===== src/assert_macros.svh =====
// assertion macros used by the ring buffer top level
// needs clk and arst_n in the scope of each use
`ifndef ASSERT_MACROS_SVH
`define ASSERT_MACROS_SVH

// same-cycle implication, off while in reset
`define OLRB_ASSERT_IMPL(lbl, ante, cons) \
	lbl: assert property (@(posedge clk) disable iff (!arst_n) (ante) |-> (cons)) \
		else $error("olrb assertion failed");

// next-cycle implication, off while in reset
`define OLRB_ASSERT_NEXT(lbl, ante, cons) \
	lbl: assert property (@(posedge clk) disable iff (!arst_n) (ante) |=> (cons)) \
		else $error("olrb assertion failed");

`endif


===== src/olrb_pkg.sv =====
// shared types, constants and helpers of the overwriting log ring buffer
// no dependencies
`timescale 1ns / 1ps

package olrb_pkg;

	// store geometry and read cap
	localparam int STORE_DEPTH = 4096;
	localparam int MAX_READ    = 64;
	localparam int AW          = $clog2(STORE_DEPTH);
	localparam int LW          = $clog2(STORE_DEPTH + 1);
	localparam int CNT_W       = 6;
	localparam int LIM_IN_W    = 7;

	// request codes and the line break byte
	localparam logic       REQ_APPEND   = 1'b0;
	localparam logic       REQ_READ     = 1'b1;
	localparam logic [7:0] NEWLINE_BYTE = 8'h0A;

	// input word
	typedef struct packed {
		logic                req_type;
		logic [7:0]          data_byte;
		logic [LIM_IN_W-1:0] read_limit;
	} req_t;

	// result word
	typedef struct packed {
		logic [7:0]       out_byte;
		logic             out_last;
		logic [CNT_W-1:0] copied_count;
	} res_t;

	// controller to datapath commands
	typedef struct packed {
		logic append;
		logic rd_load;
		logic scan_en;
		logic copy_en;
	} cmd_t;

	// datapath to controller status
	typedef struct packed {
		logic full;
		logic scan_hit;
		logic scan_end;
		logic copy_end;
	} stat_t;

	// ring position step with wrap
	function automatic logic [AW-1:0] ring_next(input logic [AW-1:0] p);
		return (p == AW'(STORE_DEPTH - 1)) ? '0 : p + 1'b1;
	endfunction

endpackage


===== src/olrb_ctrl.sv =====
// sequencer of the ring buffer: accepts requests and steps reads through scan and copy
// depends on olrb_pkg
`timescale 1ns / 1ps

module olrb_ctrl (
	input  logic           clk,
	input  logic           arst_n,
	input  logic           start,
	input  olrb_pkg::req_t req,
	input  olrb_pkg::stat_t stat,
	output olrb_pkg::cmd_t cmd,
	output logic           busy
);
	import olrb_pkg::*;

	typedef enum logic [2:0] {
		ST_IDLE = 3'b001,
		ST_SCAN = 3'b010,
		ST_COPY = 3'b100
	} state_t;

	state_t state_q, state_d;
	logic   take;
	logic   rd_ok;

	// request decode
	assign take  = start && (state_q == ST_IDLE);
	assign rd_ok = (req.req_type == REQ_READ) && (req.read_limit != '0);

	// commands to the datapath
	always_comb begin
		cmd         = '0;
		cmd.append  = take && (req.req_type == REQ_APPEND);
		cmd.rd_load = take && rd_ok;
		cmd.scan_en = (state_q == ST_SCAN);
		cmd.copy_en = (state_q == ST_COPY);
	end

	assign busy = (state_q != ST_IDLE);

	// next state
	always_comb begin
		state_d = state_q;
		case (state_q)
			ST_IDLE: begin
				if (take && rd_ok) begin
					state_d = stat.full ? ST_SCAN : ST_COPY;
				end
			end
			ST_SCAN: begin
				if (stat.scan_hit || stat.scan_end) begin
					state_d = ST_COPY;
				end
			end
			ST_COPY: begin
				if (stat.copy_end) begin
					state_d = ST_IDLE;
				end
			end
			default: state_d = ST_IDLE;
		endcase
	end

	always_ff @(posedge clk or negedge arst_n) begin
		if (!arst_n) begin
			state_q <= ST_IDLE;
		end else begin
			state_q <= state_d;
		end
	end

endmodule


===== config.mk =====
export PLATFORM = sky130hd
export DESIGN_NAME = olrb_ctrl
export DESIGN_NICKNAME = d
export VERILOG_FILES = /design/src/assert_macros.svh /design/src/olrb_pkg.sv /design/src/olrb_ctrl.sv
export SDC_FILE = /design/constraint.sdc
export NUM_CORES = 1
export LEC_CHECK = 0
export BUFFER_PORTS_ARGS = -buffer_cell sky130_fd_sc_hd__buf_2
export CAP_MARGIN = 30
export CORE_AREA = 2 2 39 41
export CTS_CLUSTER_SIZE = 28
export DETAILED_ROUTE_END_ITERATION = 12
export DIE_AREA = 0 0 41 43
export GPL_ROUTABILITY_DRIVEN = 0
export GPL_TIMING_DRIVEN = 0
export HOLD_SLACK_MARGIN = 0.03
export PLACE_DENSITY_LB_ADDON = 0.05
export SLEW_MARGIN = 20
export SYNTH_ARGS = -nofsm -noshare
export SYNTH_HDL_FRONTEND = slang
export SYNTH_SLANG_ARGS = --single-unit

===== constraint.sdc =====
create_clock -name clk -period 4 [get_ports clk]
set_clock_uncertainty 0.05 [all_clocks]
set_input_delay 0.2 -clock clk [delete_from_list [all_inputs] [get_ports clk]]
set_output_delay 0.2 -clock clk [all_outputs]
set_load 0.05 [all_outputs]

==> metrics, run 1 <==
DR iter-0 viols=3; Total Wirelength=613 um; largest net degree at the start of global routing=8; top_reg_cell synth=dfrtp_1; Hold Crit Start=stat[3]; synthesized area per cell=9.955 um^2; DR WL/cell=9.730 um; total global routing overflow=0; H-tree depth=1; post-DP HPWL=just over 500 um; Slew HR=between 70 and 80%; Via density=4.286; I/O Buffers=19; Largest regs=state_q: 3 flops; share of layout cells above drive strength 1=57.45%; Crit. Startpoint=state_q[0]; I/O Pins=28; status=complete, no violations; Setup WS post-layout=roughly 2000 ps; Hold Fails Final Rpt=0; period utilisation layout=about half; clock sink count=3; die span in y=43 um; endpoints failing setup=0; deepest clock path buffer count=2; antenna cells=0; Residual DRC=0; synth warn=0; Setup CP Type=reg2out; Post-CTS Resized=0; CP required=around 3800 ps; final setup TNS=0 ps; crit end category=output port; CTS Buf Count=3; initial antenna violation count=0; CTS tree=built; EDFF count, synth=0; Root Driver=clkbuf_4; CP cell instances=or3b_4 -> a211oi_4 -> buf_2; Clock Pin Slew Worst Setup and Hold Paths=around 40 ps; Setup WS pre-CTS=about 2200 ps; worst-skew pair later-pin latency=230 ps; reg2reg start=state_q[0]; RSZ-0062 raised after global routing=no; Async SR Flop Fraction=100.0%; hold crit path type=in2reg; Slowest Stage Delay on Critical Path=570 ps; Synth area leader=dfrtp_1; chip width=41 um; critical-path maximum fanout=6; Yosys cell types=16; Die ar.=0.001763 mm^2; Cell Area, Synth=229.0 um^2; site row count=14; Synth top cells by count=nor3b_1 (5), a21oi_1 (2), dfrtp_1 (2), nor2_1 (2); Worst Tran Pin Value=around 400 ps; Final nets=71; crit path launch type=flip-flop; critical path's slowest cell=dfstp_2; Worst EP arrival=1800 ps; Leakage=0.0001722 uW; Net Count, Synth=46; Synth Register Bits=3; Final min period=2047 ps; maximum vdd drop=roughly 140 uV; initial core utilization=16.55%; Reg with most FFs=state_q; share of the synthesized area in the top cell type=21.86%; Slew Viols, Final=0; max-cap violation count=0; Max Fclk=a little under 0.5 GHz; Seq/Total Area, Yosys=around a third; CP top delay family=flip-flops; CP bufs+invs=1; cells after synthesis=23; Routed Antenna Nets=0; vias in the first global route=317; Largest register FFs=3; core area=around 0.0014 mm^2; DR vias=270; Cell Pwr Density=415.3 mW/mm^2; global-route wire length before repair=between 1 and 1.5 mm; GRT Resource Usage Total=10.14%; Layout area overhead=66.12%; ranking of synthesized cells by area=dfrtp_1 (22%), nor3b_1 (16%), dfstp_2 (11%); count leader, synth=nor3b_1; DRT Pass-1 Iters=2
-- routing by layer --
layer	global-route usage (%)	share of wire [%]	wire length, um
met1	10.61	39	241
met2	15.31	53	325
met3	2.094	7.5	46
met4	10.00	0	0
met5	0	0	0
-- power breakdown --
part           switching, uW  internal [uW]  total (uW)
sequential              6.69           35.9        42.6
combinational           37.8           25.2        63.0
clock                   15.1           37.3        52.4
-- what timing repair did --
item / CTS / global route
hold buffers: 1 / 0
setup buffers: 0 / 0
hold endpoints to repair: 3 / 0
-- layout make-up --
cell class	count	area [um^2]
clock buffers	4	26.28
flip-flops and latches	3	76.32
well taps	16	20.02
fillers	156	1003
multi-input cells	20	152.6
repair buffers	20	105.1
-- cell usage in the layout (no fill, tap or decap), drive strengths merged --
master and instances:
dfstp 1, a211oi 1, o21ai 1, a22o 1, dlygate4sd3 1, nand2 1
a2bb2oi 1, nor3 1, buf 19, a21oi 2, nor2 2, nor4 1
or3b 2, dfrtp 2, nor3b 5, o21bai 1, nand2b 1, clkbuf 4
-- through the flow --
step,hold slack [ps],utilization [%],instances,power [uW],area (um^2)
after floorplan,-145.6,-,23,87.74,229.0
after global placement,-57.29,24.86,58,106.0,344.1
after detailed placement,-52.11,24.86,58,105.8,344.1
after CTS,155.0,27.49,63,162.1,380.4
after global routing,181.5,27.49,63,169.4,380.4
final,164.5,27.49,63,158.0,380.4
-- path summary, 6_finish.rpt --
kind,cells past startpoint,endpoint,slack (ps)
setup / recovery,3,cmd[2],1950
hold / removal,2,state_q[1],160
max in group asynchronous,2,state_q[0],3460
min in group asynchronous,2,state_q[1],250
hold reg to reg,2,state_q[0],500
setup reg to reg,3,state_q[1],2460
-- cells by family (layout without fill, tap and decap cells) --
group / Yosys count / count (layout) / share of synthesized area, %
AND/OR/NAND/NOR: 13 / 13 / 40.44
AO/OA/AOI/OAI: 7 / 7 / 26.23
flip-flops: 3 / 3 / 33.34
buffers and inverters: 0 / 24 / 0
Note: power is estimated with default switching activity, not from simulation.
==> run 2, diff against run 1 <==
- clock period: 4 -> 1.65 ns (I/O delays scaled with it)
==> metrics, run 2 (synthesis results as in run 1) <==
failing checks=negative setup slack; Via density=4.185 (-2.4%); CP required=1520 ps (-2230 ps); CP bufs+invs=1 (unchanged); largest net degree at the start of global routing=8 (unchanged); chip width=41 um (unchanged); CTS Buf Count=3 (unchanged); total global routing overflow=0 (unchanged); Total Wirelength=648 um (+5.7%); Root Driver=clkbuf_4; clock sink count=3 (unchanged); worst-skew pair later-pin latency=230 ps (about the same); max-cap violation count=0 (unchanged); CP Depth=3 (unchanged); Routed Antenna Nets=0 (unchanged); initial antenna violation count=0 (unchanged); DRT Pass-1 Iters=2 (unchanged); Slew Viols, Final=0 (unchanged); Reg with most FFs=state_q; Filler cells=150 (-3.8%); Hold Path Depth=2 (unchanged); Largest register FFs=3 (unchanged); Die ar.=0.001763 mm^2 (unchanged); CTS tree=built; Slew HR=70.61% (-2.6 points); Cell Pwr Density=969.1 mW/mm^2 (+130%); global-route wire length before repair=1.110 mm (-7.5%); WHS=56.97 ps (-107.5 ps); I/O Pins=28 (unchanged); Largest regs=state_q: 3 flops; Sw Pwr=152.0 uW (+160%); design area=417.9 um^2 (+9.9%); footprint of the multi-input gates=162.7 um^2 (+6.6%); crit end category=output port; Clk pwr share=31.6% (-1.6 points); final setup TNS=-41.86 ps (-41.86 ps); r2r setup slk=130 ps (-2330 ps); Overall Power=405.0 uW (+160%); GRT Resource Usage Total=9.658% (-0.48 points); Worst EP arrival=1540 ps (-260 ps); share of layout cells above drive strength 1=63.27% (+5.8 points); maximum vdd drop=301.7 uV (+120%); hold crit path type=in2reg; CP cell instances=or3b_4 -> a211oi_4 -> buf_6; Max Fclk=0.5967 GHz; Hold Fails Final Rpt=0 (unchanged); Clock Pin Slew Worst Setup and Hold Paths=40 ps (about the same); die span in y=43 um (unchanged); Net Sw Frac=37.53% (-0.17 points); RSZ-0062 raised after global routing=yes; Slowest Stage Delay on Critical Path=510 ps (-60 ps); Final Util=30.20% (+2.7 points); most frequent cells in the layout=buf_2 (17), nor3b_1 (3), clkbuf_4 (3); antenna cells=0 (unchanged); site row count=14 (unchanged); Final min period=1676 ps; H-tree depth=1 (unchanged); vias in the first global route=290 (-8.5%); Flop pwr share=24.4% (-2.5 points); post-DP HPWL=538.3 um (+4.3%); critical path's slowest cell=dfstp_2; core area=0.001384 mm^2 (unchanged); Setup WS post-layout=-25.83 ps (-1979 ps); CP top delay family=flip-flops; Layout area overhead=82.51%; initial core utilization=16.55% (unchanged); deepest clock path buffer count=2 (unchanged); Leakage=0.0001867 uW (+8.4%); endpoints failing setup=2 (+2); area post-placement=354.1 um^2 (+2.9%); internal power=253.0 uW (+160%); I/O Buffers=19 (unchanged); Final nets=73 (+2.8%); Setup CP Type=reg2out; period utilisation layout=101.6%; DR WL/cell=9.969 um (+2.5%); Residual DRC=0 (unchanged); DR vias=272 (+0.74%); status=complete, but fails checks; Register Area=76.32 um^2 (unchanged); DR iter-0 viols=2 (-1); most common cell after layout, fill and taps aside=buf_2; R2R cell count=4 (+1); Worst Tran Pin Value=437.5 ps (+38.19 ps); combinational group share of total power=44.0% (+4.1 points); critical-path maximum fanout=4 (-2); crit path launch type=flip-flop
run 2: changes by cell type in the layout (fill, tap and decap cells not counted):
cell,previous run,this run
buf_2,19,17
buf_4,0,2
buf_6,0,2
nor3b_1,5,3
nor3b_2,0,2
run 2: timing repair:
action | in CTS | in global routing
gates resized for setup | 4 | 0
hold endpoints to repair | 3 | 0
pin swaps | 2 | 2
cloned | 0 | 0
setup buffers | 2 | 0
hold buffers | 1 | 0
setup endpoints to repair | 2 | 2
run 2: area by class of cell:
type / count / share of cell area, %
tap: 16 / 4.790
timing repair buffer: 22 / 31.74
clock buffer: 4 / 6.287
multi-input combinational: 20 / 38.92
sequential: 3 / 18.26
run 2: layer usage:
| layer | track usage [%] | share of wire [%] |
|---|---|---|
| met1 | 9.709 | 38 |
| met2 | 14.69 | 54 |
| met3 | 3.665 | 7.3 |
| met4 | 8.000 | 0 |
| met5 | 0 | 0 |
run 2: worst paths after layout:
| check | startpoint | endpoint |
|---|---|---|
| worst min register to register | state_q[1] | state_q[0] |
| max in group asynchronous | arst_n | state_q[0] |
| worst min-delay path | stat[3] | state_q[1] |
| min in group asynchronous | arst_n | state_q[1] |
| worst max register to register | state_q[0] | state_q[1] |
| worst max-delay path | state_q[0] | cmd[2] |
run 2: per-stage QoR:
stage          instances  setup slack [ps]
2_1_floorplan         23            -288.8
3_3_place_gp          58             9.479
3_5_place_dp          58             3.789
4_1_cts               65            -95.79
5_1_grt               65            -71.40
6_report              65            -25.83
run 2: power by group through the flow:
stage | clock [uW] | sequential [uW] | combinational (uW)
floorplan | 0 | 99.6 | 117
global placement | 0 | 103 | 156
detailed placement | 0 | 104 | 157
CTS | 134 | 99.0 | 181
global route | 138 | 102 | 191
finish | 128 | 98.7 | 178
==> run 3, diff against run 2 <==
- BUFFER_PORTS_ARGS: -buffer_cell sky130_fd_sc_hd__buf_2 -> -buffer_cell sky130_fd_sc_hd__buf_4
==> metrics, run 3 (synthesis results as in run 1) <==
Largest register FFs=3 (unchanged); Setup WS pre-CTS=65.09 ps (+61.30 ps); Total Wirelength=638 um (-1.5%); worst-skew pair later-pin latency=230 ps (about the same); DR WL/cell=9.815 um (-1.5%); DR vias=280 (+2.9%); Routed Antenna Nets=0 (unchanged); CTS tree=built; footprint of the multi-input gates=162.7 um^2 (unchanged); Setup CP Type=reg2out; post-DP HPWL=531.8 um (-1.2%); share of layout cells above drive strength 1=63.27% (unchanged); failing checks=negative setup slack; DRT Pass-1 Iters=2 (unchanged); Final Instance Count excl. Fillers=65 (unchanged); crit path launch type=flip-flop; Final min period=1678 ps (+2.313 ps); RSZ-0062 raised after global routing=yes; total global routing overflow=0 (unchanged); initial core utilization=16.55% (unchanged); Largest regs=state_q: 3 flops; Die ar.=0.001763 mm^2 (unchanged); Worst Tran Pin Value=435.4 ps (-2.099 ps); global-route wire length before repair=1.152 mm (+3.8%); initial antenna violation count=0 (unchanged); Hold Fails Final Rpt=0 (unchanged); Post-Place Cells=58 (unchanged); Worst EP arrival=1550 ps (about the same); CP required=1520 ps (about the same); core area=0.001384 mm^2 (unchanged); Final nets=73 (unchanged); H-tree depth=1 (unchanged); Root Driver=clkbuf_4; clock sink count=3 (unchanged); status=complete, but fails checks; period utilisation layout=101.7% (+0.14 points); vias in the first global route=303 (+4.5%); most frequent cells in the layout=buf_4 (19), nor3b_1 (3), clkbuf_4 (3); Slew Viols, Final=0 (unchanged); Cell Pwr Density=904.2 mW/mm^2 (-6.7%); Max Fclk=0.5959 GHz (-0.14%); Residual DRC=0 (unchanged); largest net degree at the start of global routing=8 (unchanged); chip width=41 um (unchanged); die span in y=43 um (unchanged); maximum vdd drop=351.1 uV (+16%); CTS Buf Count=3 (unchanged); Slew HR=70.75% (+0.14 points); Reg with most FFs=state_q; Setup WS post-layout=-28.14 ps (-2.313 ps); I/O Buffers=19 (unchanged); deepest clock path buffer count=2 (unchanged); DR iter-0 viols=4 (+2); endpoints failing setup=2 (unchanged); hold crit path type=in2reg; Final Util=33.27% (+3.1 points); critical-path maximum fanout=4 (unchanged); Clock Pin Slew Worst Setup and Hold Paths=40 ps (about the same); Layout area overhead=101.1%; Via density=4.308 (+2.9%); GRT Resource Usage Total=9.557% (-0.10 points); max-cap violation count=0 (unchanged); I/O Pins=28 (unchanged); site row count=14 (unchanged); Leakage=0.0001993 uW (+6.7%); most common cell after layout, fill and taps aside=buf_4; antenna cells=0 (unchanged); crit end category=output port; Filler cells=153 (+2.0%); Register Area=76.32 um^2 (unchanged)
[run 3: cell counts in the layout (fill, tap and decap cells not counted)]
No cell type changed its count.
[run 3: final timing paths]
check | to | start | slack, ps | depth (start not counted)
min reg2reg | state_q[0] | state_q[1] | 600 | 3
min | state_q[1] | stat[3] | 60 | 2
min in group asynchronous | state_q[2] | arst_n | 130 | 2
max reg2reg | state_q[1] | state_q[0] | 120 | 4
max in group asynchronous | state_q[0] | arst_n | 1240 | 2
max | cmd[2] | state_q[0] | -30 | 3
[run 3: per-layer routing]
metal / wire, um / vias to the layer above / GRT usage (%)
li1: - / 139 / -
met1: 213 / 131 / 11.33
met4: 0 / 0 / 8.000
met3: 50 / 0 / 1.571
met2: 373 / 10 / 14.06
met5: 0 / - / 0
[run 3: stage by stage]
| stage | instance area [um^2] | setup TNS, ps | total power, uW | hold WS [ps] |
|---|---|---|---|---|
| after floorplan | 239.0 | -835.9 | 216.1 | -263.1 |
| after global placement | 401.6 | 0 | 277.8 | -180.1 |
| after detailed placement | 401.6 | 0 | 278.6 | -175.6 |
| after CTS | 460.4 | -148.4 | 428.2 | 56.79 |
| after global routing | 460.4 | -122.3 | 440.2 | 68.11 |
| final | 460.4 | -39.73 | 416.4 | 58.25 |
[run 3: where the power goes]
| part | internal [uW] | total (uW) | switching (uW) |
|---|---|---|---|
| sequential | 86.6 | 98.4 | 11.7 |
| combinational | 90.5 | 192 | 101 |
| clock | 90.5 | 126 | 35.5 |
| total | 268 | 416 | 149 |
[run 3: critical path, stage by stage, from the launching register on]
cell,delay [ps]
dfstp_2,520
or3b_4,410
a211oi_4,200
buf_6,190
[run 3: layout make-up]
cell class	count	share of cell area, %
Sequential cell	3	16.58
Timing Repair Buffer	22	38.04
Tap cell	16	4.348
Clock buffer	4	5.707
Multi-Input combinational cell	20	35.33
[run 3: what timing repair did]
item | 4_1_cts | 5_1_grt
setup buffers | 2 | 0
resized for setup | 2 | 0
pin swaps | 2 | 2
hold buffers | 1 | 0
hold endpoints to repair | 3 | 0
setup endpoints to repair | 2 | 2
